==> src/sv/lpc_pkg.sv <==
// lpc_pkg: shared types, status codes and default sizes for the LRU page cache tag store.
// No dependencies.
`timescale 1ns / 1ps

package lpc_pkg;

	localparam int ENTRIES_DEF   = 16;
	localparam int KEY_BITS_DEF  = 32;
	localparam int TIME_BITS_DEF = 32;

	localparam int STATUS_BITS = 2;
	localparam int SLOT_BITS   = 4;
	localparam int EVICT_BITS  = 32;
	localparam int WIDE_BITS   = 64;

	localparam logic [STATUS_BITS-1:0] STATUS_HIT     = 2'd0;
	localparam logic [STATUS_BITS-1:0] STATUS_FILL    = 2'd1;
	localparam logic [STATUS_BITS-1:0] STATUS_REPLACE = 2'd2;
	localparam logic [STATUS_BITS-1:0] STATUS_MISS    = 2'd3;

	typedef enum logic [1:0] {
		ST_IDLE,
		ST_SCAN,
		ST_FINISH
	} state_t;

endpackage

==> src/sv/lpc_ram.sv <==
// lpc_ram: generic single-write, single-read RAM with registered read data.
// No dependencies.
`timescale 1ns / 1ps

module lpc_ram #(
	parameter int WIDTH = 64,
	parameter int DEPTH = 16
) (
	input  logic                                  clk,
	input  logic                                  we,
	input  logic [(DEPTH > 1 ? $clog2(DEPTH) : 1)-1:0] waddr,
	input  logic [WIDTH-1:0]                      wdata,
	input  logic                                  re,
	input  logic [(DEPTH > 1 ? $clog2(DEPTH) : 1)-1:0] raddr,
	output logic [WIDTH-1:0]                      rdata
);

	logic [WIDTH-1:0] mem_q [DEPTH];

	always_ff @(posedge clk) begin
		if (we) begin
			mem_q[waddr] <= wdata;
		end
		if (re) begin
			rdata <= mem_q[raddr];
		end
	end

endmodule

==> src/sv/lru_page_cache_tags.sv <==
// lru_page_cache_tags: fully associative tag store with timestamp LRU replacement.
// Depends on lpc_pkg and lpc_ram.
// A request is taken in ST_IDLE; ST_SCAN reads the n entries in use (n = 1..ENTRIES), none when
// the store is empty; ST_FINISH waits while the previous result is stalled, then writes the result.
// No new request is taken until ST_FINISH has passed; a single pass over the
// tag RAM read port does the key match and the oldest-stamp search, one entry per cycle.
// A new request is taken while the previous result waits in the output register.
// Reset clears the fill count and control; RAM contents are undefined but never read
// at or above the fill count.
`timescale 1ns / 1ps

module lru_page_cache_tags #(
	parameter int ENTRIES   = lpc_pkg::ENTRIES_DEF,
	parameter int KEY_BITS  = lpc_pkg::KEY_BITS_DEF,
	parameter int TIME_BITS = lpc_pkg::TIME_BITS_DEF
) (
	input  logic                                clk,
	input  logic                                arst_n,
	input  logic                                req_valid,
	output logic                                req_stall,
	input  logic [KEY_BITS-1:0]                 key,
	input  logic [TIME_BITS-1:0]                now,
	input  logic                                loadable,
	output logic                                rsp_valid,
	input  logic                                rsp_stall,
	output logic [lpc_pkg::STATUS_BITS-1:0]     status,
	output logic [lpc_pkg::SLOT_BITS-1:0]       slot,
	output logic [lpc_pkg::EVICT_BITS-1:0]      evicted_key
);

	localparam int AW = (ENTRIES > 1) ? $clog2(ENTRIES) : 1;
	localparam int CW = $clog2(ENTRIES + 1);
	localparam int DW = KEY_BITS + TIME_BITS;
	localparam int AC = (AW > CW) ? AW : CW;
	localparam int SW = (AC > lpc_pkg::SLOT_BITS) ? AC : lpc_pkg::SLOT_BITS;

	lpc_pkg::state_t state_q, state_d;

	logic [CW-1:0]        fill_q;
	logic [CW-1:0]        idx_q;
	logic                 rd_valid_s1;
	logic [AW-1:0]        addr_s1;
	logic [KEY_BITS-1:0]  key_q;
	logic [TIME_BITS-1:0] now_q;
	logic                 ld_q;
	logic                 hit_q;
	logic [AW-1:0]        hit_slot_q;
	logic [TIME_BITS-1:0] best_stamp_q;
	logic [AW-1:0]        victim_q;
	logic [KEY_BITS-1:0]  best_key_q;

	logic                            rsp_valid_q;
	logic [lpc_pkg::STATUS_BITS-1:0] status_q;
	logic [lpc_pkg::SLOT_BITS-1:0]   slot_q;
	logic [lpc_pkg::EVICT_BITS-1:0]  evicted_q;

	logic                 issue;
	logic                 finish;
	logic                 full;
	logic                 wr_en;
	logic [AW-1:0]        wr_addr;
	logic [DW-1:0]        rd_data;
	logic [KEY_BITS-1:0]  rd_key;
	logic [TIME_BITS-1:0] rd_stamp;

	logic [lpc_pkg::STATUS_BITS-1:0] status_d;
	logic [SW-1:0]                   slot_wide;
	logic [lpc_pkg::WIDE_BITS-1:0]   evict_wide;

	assign rd_key   = rd_data[DW-1:TIME_BITS];
	assign rd_stamp = rd_data[TIME_BITS-1:0];
	assign full     = (fill_q == CW'(ENTRIES));

	lpc_ram #(
		.WIDTH(DW),
		.DEPTH(ENTRIES)
	) u_tags (
		.clk   (clk),
		.we    (wr_en),
		.waddr (wr_addr),
		.wdata ({key_q, now_q}),
		.re    (issue),
		.raddr (idx_q[AW-1:0]),
		.rdata (rd_data)
	);

	always_ff @(posedge clk or negedge arst_n) begin
		if (!arst_n) begin
			state_q <= lpc_pkg::ST_IDLE;
		end else begin
			state_q <= state_d;
		end
	end

	always_comb begin
		state_d   = state_q;
		req_stall = 1'b1;
		issue     = 1'b0;
		finish    = 1'b0;
		unique case (state_q)
			lpc_pkg::ST_IDLE: begin
				req_stall = 1'b0;
				if (req_valid) begin
					state_d = lpc_pkg::ST_SCAN;
				end
			end
			lpc_pkg::ST_SCAN: begin
				issue = (idx_q < fill_q);
				if (!issue && !rd_valid_s1) begin
					state_d = lpc_pkg::ST_FINISH;
				end
			end
			lpc_pkg::ST_FINISH: begin
				if (!rsp_valid_q || !rsp_stall) begin
					finish  = 1'b1;
					state_d = lpc_pkg::ST_IDLE;
				end
			end
			default: begin
				state_d = lpc_pkg::ST_IDLE;
			end
		endcase
	end

	// outcome of the finished scan
	always_comb begin
		wr_en      = finish && (hit_q || ld_q);
		wr_addr    = fill_q[AW-1:0];
		status_d   = lpc_pkg::STATUS_FILL;
		slot_wide  = SW'(fill_q);
		evict_wide = '0;
		if (hit_q) begin
			wr_addr   = hit_slot_q;
			status_d  = lpc_pkg::STATUS_HIT;
			slot_wide = SW'(hit_slot_q);
		end else if (!ld_q) begin
			status_d  = lpc_pkg::STATUS_MISS;
			slot_wide = '0;
		end else if (full) begin
			wr_addr    = victim_q;
			status_d   = lpc_pkg::STATUS_REPLACE;
			slot_wide  = SW'(victim_q);
			evict_wide = lpc_pkg::WIDE_BITS'(best_key_q);
		end
	end

	always_ff @(posedge clk or negedge arst_n) begin
		if (!arst_n) begin
			fill_q      <= '0;
			rd_valid_s1 <= 1'b0;
			rsp_valid_q <= 1'b0;
		end else begin
			rd_valid_s1 <= issue;
			if (finish && !hit_q && ld_q && !full) begin
				fill_q <= fill_q + CW'(1);
			end
			if (finish) begin
				rsp_valid_q <= 1'b1;
			end else if (!rsp_stall) begin
				rsp_valid_q <= 1'b0;
			end
		end
	end

	always_ff @(posedge clk) begin
		if (state_q == lpc_pkg::ST_IDLE && req_valid) begin
			key_q <= key;
			now_q <= now;
			ld_q  <= loadable;
			hit_q <= 1'b0;
			idx_q <= '0;
		end
		if (issue) begin
			idx_q   <= idx_q + CW'(1);
			addr_s1 <= idx_q[AW-1:0];
		end
		if (rd_valid_s1) begin
			if (!hit_q && rd_key == key_q) begin
				hit_q      <= 1'b1;
				hit_slot_q <= addr_s1;
			end
			if (addr_s1 == '0 || rd_stamp < best_stamp_q) begin
				best_stamp_q <= rd_stamp;
				victim_q     <= addr_s1;
				best_key_q   <= rd_key;
			end
		end
		if (finish) begin
			status_q  <= status_d;
			slot_q    <= slot_wide[lpc_pkg::SLOT_BITS-1:0];
			evicted_q <= evict_wide[lpc_pkg::EVICT_BITS-1:0];
		end
	end

	assign rsp_valid   = rsp_valid_q;
	assign status      = status_q;
	assign slot        = slot_q;
	assign evicted_key = evicted_q;

endmodule

==> config.mk <==
export PLATFORM = sky130hd
export DESIGN_NAME = lru_page_cache_tags
export DESIGN_NICKNAME = d
export VERILOG_FILES = /design/src/sv/lpc_pkg.sv /design/src/sv/lpc_ram.sv /design/src/sv/lru_page_cache_tags.sv
export SDC_FILE = /design/constraint.sdc
export NUM_CORES = 1
export LEC_CHECK = 0
export BUFFER_PORTS_ARGS = -buffer_cell sky130_fd_sc_hd__buf_2
export CORE_ASPECT_RATIO = 1.2
export CORE_MARGIN = 4
export CORE_UTILIZATION = 44
export CTS_CLUSTER_DIAMETER = 40
export DETAILED_ROUTE_END_ITERATION = 10
export GPL_TIMING_DRIVEN = 0
export PLACE_DENSITY_LB_ADDON = 0.1
export SKIP_LAST_GASP = 1
export SYNTH_ARGS = -nofsm -noshare
export SYNTH_HDL_FRONTEND = slang
export SYNTH_SLANG_ARGS = --single-unit
==> constraint.sdc <==
create_clock -name clk -period 18.8 [get_ports clk]
set_clock_uncertainty 0.05 [all_clocks]
set_input_delay 0 -clock clk [delete_from_list [all_inputs] [get_ports clk]]
set_output_delay 0 -clock clk [all_outputs]
set_load 0.03 [all_outputs]
==> impl_metrics.env, run 1 <==
export IMPL_status="finished clean"
export IMPL_first_global_vias=26000
export IMPL_rsz0062_at_grt="false"
export IMPL_drtIter0Drc=1919
export IMPL_path_clk_slew_ps=50
export IMPL_syn_nets=2574
export IMPL_cap_violations=0
export IMPL_path_max_fanout=40
export IMPL_die_y_um=372.6
export IMPL_rows=133
export IMPL_grt_overflow=0
export IMPL_cts_setup_buffers=0
export IMPL_final_setup_viol_count=0
export IMPL_avgSynthCellArea_um2=19.76
export IMPL_drc=0
export IMPL_r2r_start="u_tags.rdata[27]"
export IMPL_avgRoutedWirePerCell_um=26.84
export IMPL_critPathLaunch="u_tags.rdata[27]"
export IMPL_die_w_um=311.8
export IMPL_final_setup_tns_ps=0
export IMPL_antenna_left=0
export IMPL_synth_top_area_share_pct=78.37
export IMPL_synth_edf_count=1272
export IMPL_synth_area_leaders="edfxtp_1 (78%), mux4_2 (5.9%), mux2i_1 (4.0%)"
export IMPL_filler_cell_count=8623
export IMPL_tightest_slew_ps=1204
export IMPL_io_pins=109
export IMPL_top_layer="met5"
export IMPL_nets=3027
export IMPL_cts_tree="done"
export IMPL_clockBufferDepth=3
export IMPL_synthDistinctLibCells=44
export IMPL_p_int_w=0.006181
export IMPL_cp_arrival_ps=4230
export IMPL_layout_min_cycle_time_ps=3858
export IMPL_synth_ff_type="edfxtp_1"
export IMPL_syn_inst=2467
export IMPL_vias=24810
export IMPL_insertion_delay_ps=770
export IMPL_multi_input_area_mm2=0.009754
export IMPL_finalHoldViolations=0
export IMPL_max_slew_margin_pct=19.00
export IMPL_crit_type="flip-flop to flip-flop"
export IMPL_track_usage_pct=20.75
export IMPL_synth_most_common_cell="edfxtp_1"
export IMPL_final_util_pct=53.63
export IMPL_cts_buffers_inserted=158
export IMPL_grt_max_degree=47
export IMPL_met3RoutedLength_um=6549
export IMPL_r2r_slack_ps=14940
export IMPL_yosysWarningCount=0
export IMPL_cp_start_kind="flip-flop"
export IMPL_endpoint_kind="flip-flop"
export IMPL_start_util_pct=44.38
export IMPL_firstDrtPassIters=6
export IMPL_p_per_area_mw_per_mm2=151.5
export IMPL_p_sw_w=0.002741
export IMPL_grt_pass1_wl_um=174300
export IMPL_dieArea_mm2=0.1162
export IMPL_worstHoldStart="req_valid"
export IMPL_combPwrFrac_pct=24.1
export IMPL_antenna_cells=0
export IMPL_max_clock_freq_ghz=0.2592
export IMPL_viasPerCell=5.558
export IMPL_cts_root_buf="clkbuf_16"
export IMPL_antenna_found_initial=3
export IMPL_drt_met1_wl_um=48450
export IMPL_cts_sinks=1282
export IMPL_htreeDepth=4
export IMPL_ys_top_cells_by_count="edfxtp_1 (1272), mux2i_1 (194), o21ai_0 (142)"
export IMPL_port_buffers=108
export IMPL_syn_area_mm2=0.04874
export IMPL_p_leak_nw=19.65
export IMPL_synth_area_leader_cell="edfxtp_1"
export IMPL_hp_class="input pin to flip-flop"
export IMPL_ys_seq_area_share_pct=78.87
export IMPL_dp_hpwl_um=79970
export IMPL_p_clk_share_pct=33.9
export IMPL_swShare_pct=30.72
export IMPL_synth_async_reset_ratio_pct=0.7020
export IMPL_dr_wl_met2_um=61020
export IMPL_regArea_mm2=0.03844
export IMPL_vdd_drop_max_v=0.00008067
export IMPL_place_congestion=0.7682
export IMPL_crit_required_ps=19170
export IMPL_layout_drive_gt1_share_pct=21.86
export IMPL_synth_seq_cells=1282
export IMPL_wirelength_um=119800
export IMPL_area_growth_pct=20.85
export IMPL_core_mm2=0.1098
export IMPL_fin_crit_sh_pct=20.52
export IMPL_pwr_share_seq_pct=42.0
export IMPL_slew_viol_final=0
-- area by class of cell --
type | instances | area share (%)
sequential | 1282 | 65.26
multi-input combinational | 1032 | 16.56
clock buffer | 182 | 7.008
timing repair buffer | 293 | 5.013
tap | 1417 | 3.010
clock inverter | 105 | 1.969
buffer | 112 | 0.9070
inverter | 41 | 0.2698
-- state kept, by name, indices dropped and copies added, names as in the netlist --
register      flops
status            2
ld_q              1
idx_q             5
slot              4
best_key_q       32
addr_s1           4
rd_valid_s1       1
evicted_key      32
key_q            32
rsp_valid         1
u_tags.rdata     64
fill_q            5
best_stamp_q     32
now_q            32
u_tags.mem_q   1024
state_q           2
hit_q             1
hit_slot_q        4
victim_q          4
-- power groups by stage --
stage | clock, W | sequential (W) | combinational, W
global placement | 0 | 0.00382 | 0.00208
finish | 0.00302 | 0.00375 | 0.00215
global route | 0.00321 | 0.00378 | 0.00232
CTS | 0.00308 | 0.00375 | 0.00219
floorplan | 0 | 0.00376 | 0.00133
detailed placement | 0 | 0.00381 | 0.00216
-- worst max-delay path: stages, from the launching register on --
cell       delay (ps)
edfxtp_1          420
ha_1              310
a21oi_1           140
o21ai_0           100
a221oi_1          690
o221ai_1          240
a2111oi_0         620
o21a_4            570
buf_16            290
-- metrics by stage --
step	total power (W)	setup slack (ps)	hold slack (ps)	instances	cell area, um^2
floorplan	0.005096	12460	-345.6	2467	48740
global placement	0.005897	7304	-189.9	3992	51050
detailed placement	0.005969	14910	-184.0	4042	52260
CTS	0.009023	14830	53.04	4464	58900
global route	0.009308	14640	120.8	4464	58900
finish	0.008922	14940	109.7	4464	58900
-- cells in the final DEF (no fill, tap or decap), types with 42 or more instances in the layout --
| cell | instances |
|---|---|
| o21ai_0 | 142 |
| mux2_2 | 64 |
| dlygate4sd3_1 | 135 |
| clkbuf_16 | 161 |
| clkbuf_1 | 74 |
| nand2_1 | 91 |
| buf_12 | 42 |
| edfxtp_1 | 1272 |
| mux2i_1 | 194 |
| a21oi_1 | 79 |
| a221oi_1 | 65 |
| mux4_2 | 128 |
| a22oi_1 | 64 |
| buf_2 | 142 |
-- timing repair --
| action | CTS | global route |
|---|---|---|
| gates resized for setup | 0 | 0 |
| setup endpoints to repair | 0 | 0 |
| hold buffers | 135 | 0 |
| hold endpoints to repair | 149 | 0 |
-- metal layers --
layer,GRT usage [%],vias up
met1,26.13,12880
met2,36.21,755
met4,7.415,2
li1,-,10970
met5,0,-
met3,3.855,200
-- cell families after synthesis --
family	Yosys count	synth area share, %
AO/OA/AOI/OAI	371	4.734
XOR/XNOR	39	0.7008
adder cells (fa/ha/maj)	38	0.9755
buffers and inverters	153	1.412
flip-flops	1282	78.87
multiplexers	386	11.38
AND/OR/NAND/NOR	198	1.928
-- worst paths after layout --
check,end,cells after the start
worst min-delay path,state_q[0],4
worst max register to register,best_key_q[20],8
worst max-delay path,best_key_q[20],8
max in group asynchronous,fill_q[3],3
min in group asynchronous,rsp_valid,3
worst min register to register,best_stamp_q[9],0
Note: power is estimated with default switching activity, not from simulation.
==> run 2: changes to the inputs <==
- clock period: 18.8 -> 3.68 ns (I/O delays scaled with it)
==> impl_metrics.env, run 2 (synthesized netlist as in run 1, its figures left out) <==
export IMPL_status="finished clean"
export IMPL_clockBufferDepth=3
export IMPL_grt_overflow=0
export IMPL_finalHoldViolations=0
export IMPL_core_mm2=0.1098
export IMPL_htreeDepth=4
export IMPL_final_setup_tns_ps=0
export IMPL_firstDrtPassIters=5
export IMPL_p_leak_nw=19.66
export IMPL_max_clock_freq_ghz=0.2827
export IMPL_layout_setup_ws_ps=142.2
export IMPL_rsz0062_at_grt="true"
export IMPL_met1_usage_pct=25.84
export IMPL_p_int_w=0.03130
export IMPL_reg_largest_list="u_tags.mem_q x1024, u_tags.rdata x64"
export IMPL_cts_tree="done"
export IMPL_path_clk_slew_ps=50
export IMPL_io_pins=109
export IMPL_gr_usage_met2_pct=36.12
export IMPL_vias=24760
export IMPL_final_common_cell="edfxtp_1"
export IMPL_dpl_worst_slack_ps=-429.0
export IMPL_largest_reg_flops=1024
export IMPL_slew_viol_final=0
export IMPL_stdcell_area_mm2=0.05888
export IMPL_place_congestion=0.7634
export IMPL_antenna_found_initial=4
export IMPL_p_per_area_mw_per_mm2=768.3
export IMPL_place_area_mm2=0.05227
export IMPL_drtIter0Drc=1931
export IMPL_crit_type="flip-flop to flip-flop"
export IMPL_layout_drive_gt1_share_pct=22.36
export IMPL_tightest_slew_ps=1174
export IMPL_combPwrFrac_pct=24.3
export IMPL_avgRoutedWirePerCell_um=26.83
export IMPL_cp_arrival_ps=3920
export IMPL_die_w_um=311.8
export IMPL_vdd_drop_max_v=0.0005050
export IMPL_endpoint_kind="flip-flop"
export IMPL_mostFrequentLayoutCells="edfxtp_1 (1272), mux2i_1 (194), clkbuf_16 (166), buf_2 (143), o21ai_0 (142)"
export IMPL_cts_buffers_inserted=156
export IMPL_area_growth_pct=20.80
export IMPL_final_setup_viol_count=0
export IMPL_drc=0
export IMPL_die_y_um=372.6
export IMPL_crit_required_ps=4070
export IMPL_dieArea_mm2=0.1162
export IMPL_wirelength_um=120000
export IMPL_start_util_pct=44.38
export IMPL_viasPerCell=5.537
export IMPL_cp_start_kind="flip-flop"
export IMPL_max_flop_register="u_tags.mem_q"
export IMPL_cap_violations=0
export IMPL_insertion_delay_ps=760
export IMPL_first_global_vias=25910
export IMPL_fin_crit_sh_pct=96.13
export IMPL_max_slew_margin_pct=21.43
export IMPL_grt_pass1_wl_um=173400
export IMPL_cts_sinks=1282
export IMPL_grt_use_met3_pct=3.872
export IMPL_cts_root_buf="clkbuf_16"
export IMPL_port_buffers=108
export IMPL_path_max_fanout=22
export IMPL_dp_hpwl_um=78060
export IMPL_antenna_left=0
export IMPL_grt_busiest_layer="met2"
export IMPL_track_usage_pct=20.69
export IMPL_rows=133
export IMPL_p_clk_share_pct=33.3
export IMPL_layout_min_cycle_time_ps=3538
export IMPL_swShare_pct=30.80
export IMPL_grt_max_degree=40
export IMPL_pwr_share_seq_pct=42.3
export IMPL_p_sw_w=0.01393
export IMPL_hp_class="input pin to flip-flop"
export IMPL_nets=3032
[run 2: power by group through the flow]
| stage | Clock [W] | Combinational [W] | Sequential (W) |
|---|---|---|---|
| 2_1_floorplan | 0 | 0.00688 | 0.0192 |
| 3_3_place_gp | 0 | 0.0107 | 0.0195 |
| 3_5_place_dp | 0 | 0.0110 | 0.0195 |
| 4_1_cts | 0.0154 | 0.0112 | 0.0192 |
| 5_1_grt | 0.0161 | 0.0119 | 0.0193 |
| 6_report | 0.0151 | 0.0110 | 0.0192 |
[run 2: final timing paths]
kind | slack, ps | startpoint | to | depth (start not counted)
setup / recovery | 140 | fill_q[0] | u_tags.mem_q[3][25] | 11
hold / removal | 90 | req_valid | state_q[0] | 4
setup reg to reg | 140 | fill_q[0] | u_tags.mem_q[3][25] | 11
hold reg to reg | 410 | u_tags.rdata[28] | best_stamp_q[28] | 0
max in group asynchronous | 3100 | arst_n | fill_q[2] | 3
min in group asynchronous | 190 | arst_n | fill_q[1] | 3
[run 2: per-layer routing]
metal  wire length (um)  up-vias  part of all wire [%]
li1                   -    10990                     -
met4               4120        0                   3.4
met2              61130      692                    51
met5                  0        -                     0
met3               5828      207                   4.9
met1              48900    12870                    41
[run 2: through the flow]
step / hold slack [ps] / total power [W] / util (%) / instances
after floorplan: -345.6 / 0.02607 / - / 2467
after global placement: -191.8 / 0.03011 / 46.60 / 3992
after detailed placement: -188.7 / 0.03042 / 47.59 / 4043
after CTS: 30.95 / 0.04572 / 53.56 / 4466
after global routing: 148.5 / 0.04727 / 53.61 / 4471
final: 86.63 / 0.04524 / 53.61 / 4472
[run 2: what timing repair did]
action | CTS | global route
hold buffers | 135 | 0
setup buffers | 0 | 3
pin swaps | 2 | 2
gates cloned | 1 | 2
gates resized for setup | 5 | 1
endpoints found under the hold margin | 154 | 0
setup endpoints to repair | 100 | 90
[run 2: layout make-up]
type	instances	area [um^2]
sequential	1282	38440
multi-input combinational	1035	9816
antenna	1	2.502
fill	8601	50950
inverter	41	158.9
clock inverter	104	953.4
clock buffer	183	4218
buffer	112	534.3
timing repair buffer	297	2980
tap	1417	1773
[run 2: critical path: stages, from the launching register on]
cell	delay [ps]
dfrtp_1	430
inv_1	140
ha_1	170
nor4bb_1	220
buf_4	210
nand2_2	90
mux2i_1	140
o21ai_1	260
nand2_1	420
nor2_4	570
buf_16	240
buf_12	200
